===== src/hdl/lawsort_pkg.sv =====
// shared types and constants for the linear array window sort
// no dependencies
package lawsort_pkg;
	localparam int ValueWidth = 32;
	localparam int PtrWidth   = 3;
	localparam int QueueDepth = 4;

	typedef logic signed [ValueWidth-1:0] value_t;

	typedef struct packed {
		value_t value;
		logic   last;
	} beat_t;

	typedef enum logic [2:0] {
		ST_LOAD = 3'b001,
		ST_SORT = 3'b010,
		ST_EMIT = 3'b100
	} state_t;

	function automatic logic gt_s(input value_t a, input value_t b);
		return a > b;
	endfunction
endpackage


===== src/hdl/lawsort_queue.sv =====
// front part: short queue between intake and the sort engine
// depends on lawsort_pkg
module lawsort_queue import lawsort_pkg::*; (
	input  logic  clk,
	input  logic  arst_n,
	input  logic  in_valid,
	output logic  in_ready,
	input  beat_t in_beat,
	output logic  out_valid,
	input  logic  out_ready,
	output beat_t out_beat
);
	beat_t                buf_q [QueueDepth];
	logic [PtrWidth-1:0]  wr_q, rd_q;
	logic                 push, pop;

	assign in_ready  = (wr_q - rd_q) != PtrWidth'(QueueDepth);
	assign out_valid = wr_q != rd_q;
	assign out_beat  = buf_q[rd_q[PtrWidth-2:0]];
	assign push      = in_valid && in_ready;
	assign pop       = out_valid && out_ready;

	always_ff @(posedge clk) begin
		if (push) begin
			buf_q[wr_q[PtrWidth-2:0]] <= in_beat;
		end
	end

	always_ff @(posedge clk or negedge arst_n) begin
		if (!arst_n) begin
			wr_q <= '0;
			rd_q <= '0;
		end else begin
			if (push) wr_q <= wr_q + 1'b1;
			if (pop) rd_q <= rd_q + 1'b1;
		end
	end
endmodule


===== config.mk =====
export PLATFORM = sky130hd
export DESIGN_NAME = lawsort_queue
export DESIGN_NICKNAME = d
export VERILOG_FILES = /design/src/hdl/lawsort_pkg.sv /design/src/hdl/lawsort_queue.sv
export SDC_FILE = /design/constraint.sdc
export NUM_CORES = 1
export LEC_CHECK = 0
export BUFFER_PORTS_ARGS = -buffer_cell sky130_fd_sc_hd__buf_2
export CAP_MARGIN = 40
export CORE_MARGIN = 2
export CORE_UTILIZATION = 43
export CTS_CLUSTER_DIAMETER = 30
export DETAILED_ROUTE_END_ITERATION = 6
export HOLD_SLACK_MARGIN = 0.1
export PLACE_DENSITY_LB_ADDON = 0.3
export SETUP_SLACK_MARGIN = 0.5
export SLEW_MARGIN = 25
export SYNTH_ARGS = -nofsm -noshare
export SYNTH_HDL_FRONTEND = slang
export SYNTH_SLANG_ARGS = --single-unit

===== constraint.sdc =====
create_clock -name clk -period 3.83 [get_ports clk]
set_input_delay 0.766 -clock clk [delete_from_list [all_inputs] [get_ports clk]]
set_output_delay 0.766 -clock clk [all_outputs]
set_load 0.05 [all_outputs]

==> results.json, run 1 <==
{
  "skew_ps": 8.43,
  "tightest_slew_ps": 696,
  "synth.distinct_cells": 19,
  "worstSetupEndpointType": "primary output",
  "layout-drive-gt1-share_pct": 49.2,
  "drt-initial-drc-count": 104,
  "slowest_delay_ps": 610,
  "cts-root-buf": "clkbuf_16",
  "die_w_microns": 114,
  "grt_pass1_wl_microns": 13900,
  "finalHoldViolCount": 0,
  "cp_max_fo": 35,
  "numPortBuffers": 71,
  "synth.area.top_cells": "edfxtp_1 (77%), mux4_2 (14%), dfrtp_1 (2.9%)",
  "ios": 72,
  "cts.path.max_buffers": 2,
  "status": "complete, no violations",
  "synth_top_area_cell": "edfxtp_1",
  "clkLatencyLatePin_ps": 410,
  "maxCapViolations": 0,
  "grtUsageTotal_pct": 15.0,
  "vias": 2359,
  "synthCells": 209,
  "critPathLaunchType": "flip-flop",
  "rsz0062_at_grt": "no",
  "hold_buffers": 0,
  "start_util_pct": 43.6,
  "cts_htree_levels": 4,
  "fin_crit_sh_pct": 77.2,
  "worstSetupPathType": "flip-flop to primary output",
  "critPathArrivalTime_ps": 2190,
  "max-slew-margin-rel_pct": 53.6,
  "tns_ps": 0,
  "synth-edff-count": 132,
  "synth_nets": 253,
  "syn_area_sq_um": 5170,
  "post_cts_buffers": 0,
  "cts_resized": 0,
  "grt_pass1_vias": 2559,
  "crit_start": "rd_q[0]",
  "slowest_stage": "mux4_2",
  "grt_max_degree": 36,
  "num-fill-cells": 923,
  "numCtsBuffers": 17,
  "dr.pass1.iters": 4,
  "crit_chain": "buf_4 > mux4_2 > buf_2",
  "fp.coreArea_sq_um": 11900,
  "hold_ws_ps": 168,
  "gp_congestion": 0.678,
  "postSynthAreaPerCell_sq_um": 24.7,
  "ys_seq_elements": 138,
  "cts.clk_slew.worst_paths_ps": 60,
  "nets": 342,
  "place_hpwl_microns": 5340,
  "row_count": 40,
  "synth-async-reset-ratio_pct": 4.35,
  "ys_warn_count": 0,
  "antenna_found_initial": 0,
  "n_antenna_cell": 0,
  "globalRouteOverflowTotal": 0,
  "drcViolationCount": 0,
  "seq_area_frac_synth_pct": 79.6,
  "finalSetupViolations": 0,
  "ys.flop_type": "edfxtp_1",
  "fp.dieH_microns": 114,
  "r2r-start": "wr_q[0]",
  "min_period_ps": 2960,
  "area_growth_pct": 25.2,
  "hp-class": "input pin to asynchronous set/reset pin",
  "via_per_inst": 5.15,
  "synth_top_area_share_pct": 76.7,
  "slew_violations": 0,
  "drt_wl_total_microns": 8710,
  "dieArea_sq_um": 12900,
  "drtAntennaViolNets": 0,
  "wl_per_cell_microns": 19.0,
  "cts.sinks": 138,
  "required_ps": 3060,
  "cts_tree": "built",
  "r2r_slack_ps": 1400,
  "fmax_mhz": 338
}
==> path summary, 6_finish.rpt <==
check                                to  cells past startpoint
hold / removal                  rd_q[2]                      1
min in group clk                rd_q[2]                      1
setup reg to reg           buf_q[2][19]                      7
setup / recovery           out_beat[31]                      3
max in group asynchronous       rd_q[0]                      1
hold reg to reg                 rd_q[2]                      1
==> flip-flops by register name, summed over array words and instances, names as in the netlist <==
| name | flops |
|---|---|
| buf_q | 132 |
| rd_q | 3 |
| wr_q | 3 |
==> cell usage in the layout (no fill, tap or decap) <==
cell and n:
a31oi_4 2, and2_2 3, buf_12 2, buf_16 3
buf_2 71, buf_4 2, bufinv_16 5, clkbuf_16 17
clkinv_1 1, clkinv_2 1, clkinv_4 2, clkinvlp_4 5
dfrtp_1 4, dfrtp_2 2, edfxtp_1 132, ha_1 7
inv_1 4, inv_6 1, mux2_2 1, mux2_4 1
mux4_2 33, nand2_1 2, nand3_1 3, nor2b_1 1
xnor2_1 3, xnor2_2 2, xor2_1 1
==> Yosys cell counts, types with 2 or more instances <==
| cell type | n |
|---|---|
| buf_2 | 4 |
| ha_1 | 7 |
| clkbuf_1 | 3 |
| mux4_2 | 33 |
| inv_1 | 4 |
| xnor2_2 | 2 |
| and2_1 | 3 |
| xnor2_1 | 3 |
| nand2_1 | 2 |
| nand3_1 | 3 |
| edfxtp_1 | 132 |
| dfrtp_1 | 6 |
==> routing by layer <==
layer | routed length [microns] | vias up | global-route usage [%]
met5 | 0 | - | 0
met4 | 156 | 0 | 6.59
li1 | - | 1058 | -
met3 | 465 | 13 | 5.42
met1 | 3840 | 1224 | 19.7
met2 | 4250 | 64 | 22.9
==> logic make-up after synthesis <==
| group | Yosys count | share of synthesized area (%) |
|---|---|---|
| AND/OR/NAND/NOR | 9 | 0.920 |
| AO/OA/AOI/OAI | 2 | 0.653 |
| flip-flops | 138 | 79.6 |
| adder cells (fa/ha/maj) | 7 | 1.69 |
| multiplexers | 35 | 14.9 |
| XOR/XNOR | 6 | 1.31 |
| buffers and inverters | 12 | 0.968 |
==> critical path: cells and delay by family, from the launching register on <==
family / cells / cell delay (ps)
buf+inv: 2 / 800
flops: 1 / 350
mux: 1 / 610
==> area by class of cell <==
class | instances | area [sq um] | area share [%]
multi-input combinational | 59 | 1020 | 15.7
clock buffer | 17 | 425 | 6.57
inverter | 4 | 15.0 | 0.232
clock inverter | 15 | 223 | 3.44
sequential | 138 | 4120 | 63.6
tap | 147 | 184 | 2.84
timing repair buffer | 78 | 493 | 7.61
==> per-stage QoR <==
stage                     instance area [sq um]  worst slack (ps)  instances  util, %
final                                      6470               874        458     54.6
after global routing                       6470               712        458     54.6
after CTS                                  6450               798        457     54.4
after detailed placement                   5800              1240        425     48.9
after global placement                     5720              1220        422     48.3
after floorplan                            5170               806        209        -
Power of run 1 is not shown: default switching activity piles up to over one toggle a cycle in this logic, so the estimate is an artifact.
==> run 2: changes to the inputs <==
--- a/config.mk
+++ b/config.mk
@@ -5,6 +5,7 @@
 export SDC_FILE = /design/constraint.sdc
 export NUM_CORES = 1
 export LEC_CHECK = 0
+export ABC_AREA = 1
 export BUFFER_PORTS_ARGS = -buffer_cell sky130_fd_sc_hd__buf_2
 export CAP_MARGIN = 40
 export CORE_MARGIN = 2
==> constraint.sdc (replaced) <==
create_clock -name clk -period 3.02 [get_ports clk]
set_input_delay 0.604 -clock clk [delete_from_list [all_inputs] [get_ports clk]]
set_output_delay 0.604 -clock clk [all_outputs]
set_load 0.05 [all_outputs]
==> results.json, run 2 <==
{
  "ios": 72,
  "tns_ps": 0,
  "hp-class": "input pin to flip-flop",
  "numCtsBuffers": 17,
  "status": "complete, no violations",
  "fin_crit_sh_pct": 80.0,
  "row_count": 40,
  "cts.path.max_buffers": 2,
  "critPathBufInv": 3,
  "synth_compound_area_share_pct": 10.2,
  "start_util_pct": 44.3,
  "cts_htree_levels": 4,
  "cpLargestDelayFamily": "flip-flops",
  "cts.clk_slew.worst_paths_ps": 60,
  "synth_top_cells_by_count": "edfxtp_1 (132), nor2_1 (69), o21ai_0 (64)",
  "worstSetupEndpointType": "primary output",
  "required_ps": 2420,
  "crit_start": "rd_q[0]",
  "final_util_pct": 55.2,
  "final_common_cell": "edfxtp_1",
  "via_per_inst": 5.17,
  "slowest_delay_ps": 540,
  "wl_per_cell_microns": 17.0,
  "finalSetupViolations": 0,
  "critPathLaunchType": "flip-flop",
  "top_layer": "met5",
  "instances_no_fill": 652,
  "final_cell_mix": "edfxtp_1 (132), nor2_1 (66), o21ai_0 (64)",
  "synth_top_family_by_area": "compound AO/OA/AOI/OAI gates",
  "synth-async-reset-ratio_pct": 4.35,
  "synth_nets": 426,
  "slew_violations": 0,
  "vias": 3372,
  "grt_pass1_vias": 3378,
  "r2r-start": "wr_q[1]",
  "globalRouteOverflowTotal": 0,
  "dp.cells": 614,
  "synthMuxAreaShare_pct": 0,
  "maxCapViolations": 0,
  "dr_wl_met3_microns": 500,
  "tightest_slew_ps": 325,
  "antenna_found_initial": 1,
  "gp_congestion": 0.761,
  "syn_area_sq_um": 5360,
  "synth_xor_area_share_pct": 0.163,
  "wl_met1_microns": 4770,
  "cts.sinks": 138,
  "cts_tree": "built",
  "synth_top_area_share_pct": 73.9,
  "ys.flop_type": "edfxtp_1",
  "max-slew-margin-rel_pct": 78.4,
  "dieArea_sq_um": 13400,
  "seq_area_frac_synth_pct": 76.7,
  "drcViolationCount": 0,
  "largest_reg_flops": 132,
  "worstSetupPathType": "flip-flop to primary output",
  "n_antenna_cell": 0,
  "area_growth_pct": 24.6,
  "slowest_stage": "dfrtp_4",
  "grt_pass1_wl_microns": 16700,
  "synth.distinct_cells": 20,
  "min-delay-start": "in_beat[11]",
  "dr.pass1.iters": 4,
  "fp.dieH_microns": 116,
  "grtUsageTotal_pct": 16.9,
  "fmax_mhz": 414,
  "crit_chain": "inv_4 > buf_12 > o21ai_0 > o22ai_1 > buf_4",
  "rsz0062_at_grt": "no",
  "r2r_slack_ps": 970,
  "ys_seq_elements": 138,
  "r2r_end": "buf_q[1][15]",
  "min_period_ps": 2420,
  "cts-root-buf": "clkbuf_16",
  "place_hpwl_microns": 6290,
  "postSynthAreaPerCell_sq_um": 14.0,
  "ys_warn_count": 0,
  "finalHoldViolCount": 0,
  "cp_max_fo": 25,
  "num-fill-cells": 1026,
  "numPortBuffers": 71,
  "synth-edff-count": 132,
  "critPathArrivalTime_ps": 1810,
  "dr_wl_met2_microns": 5500,
  "synthCells": 382,
  "die_w_microns": 116,
  "drt-initial-drc-count": 217,
  "synth_fa_ha_area_share_pct": 1.63,
  "drt_wl_total_microns": 11100,
  "reg2reg_depth": 7,
  "synth_top_area_cell": "edfxtp_1",
  "nets": 515,
  "crit_path_end": "out_beat[16]",
  "clkLatencyLatePin_ps": 420,
  "cp.depth": 5,
  "skew_ps": 6.20,
  "synth_most_common_cell": "edfxtp_1",
  "fp.coreArea_sq_um": 12100,
  "drtAntennaViolNets": 0,
  "layout-drive-gt1-share_pct": 28.1,
  "synth.area.top_cells": "edfxtp_1 (74%), o21ai_0 (6.0%), nor2_1 (4.8%)",
  "synth_simple_gate_area_share_pct": 7.77,
  "grt_max_degree": 50
}
-- run 2: cell types whose count changed in the layout (fill, tap and decap cells not counted), sizes merged, moves of 3 or more --
cell      previous run  this run
nor2                 0        69
o21ai                0        67
mux4                33         0
o22ai                0        33
nand2                2        26
inv                  5        20
buf                 78        86
xnor2                5         0
and2                 3         0
clkbuf              17        20
clkinvlp             5         2
-- run 2: timing repair --
action	in CTS	in global routing
gates resized for setup	14	12
hold buffers	1	0
endpoints found under the hold margin	6	0
gates cloned	0	1
endpoints found under the setup margin	35	30
buffers inserted	1	3
pin swaps	1	1
-- run 2: through the flow --
step / worst slack [ps] / hold slack [ps] / cell area [sq um]
floorplan: 273 / 308 / 5370
global placement: 803 / 441 / 5940
detailed placement: 744 / 443 / 5940
CTS: 462 / 380 / 6600
global route: 513 / 396 / 6680
finish: 603 / 395 / 6680
-- run 2: cell type report --
| cell class | instances | area [sq um] | share of cell area (%) |
|---|---|---|---|
| multi-input combinational | 209 | 1090 | 16.3 |
| inverter | 15 | 61.3 | 0.918 |
| timing repair buffer | 90 | 606 | 9.07 |
| tap | 168 | 210 | 3.15 |
| clock inverter | 15 | 171 | 2.57 |
| clock buffer | 17 | 425 | 6.37 |
| sequential | 138 | 4120 | 61.6 |
-- run 2: per-layer routing --
| metal | track usage [%] | vias to the layer above |
|---|---|---|
| li1 | - | 1586 |
| met1 | 20.2 | 1664 |
| met2 | 28.3 | 94 |
| met3 | 4.76 | 26 |
| met4 | 8.57 | 2 |
| met5 | 0 | - |
-- run 2: how the worst min path moves through the flow --
stage	to	slack, ps	cells past startpoint
detailed placement	rd_q[1]	440	1
global route	buf_q[3][29]	400	1
floorplan	rd_q[0]	310	0
global placement	rd_q[1]	440	1
CTS	buf_q[2][11]	380	1
finish	buf_q[1][11]	390	1
-- run 2: cells by family after synthesis --
logic type / after synthesis
buffers and inverters: 35
AND/OR/NAND/NOR: 100
adder cells (fa/ha/maj): 7
AO/OA/AOI/OAI: 101
XOR/XNOR: 1
flip-flops: 138
Power of run 2 is left out for the same reason.
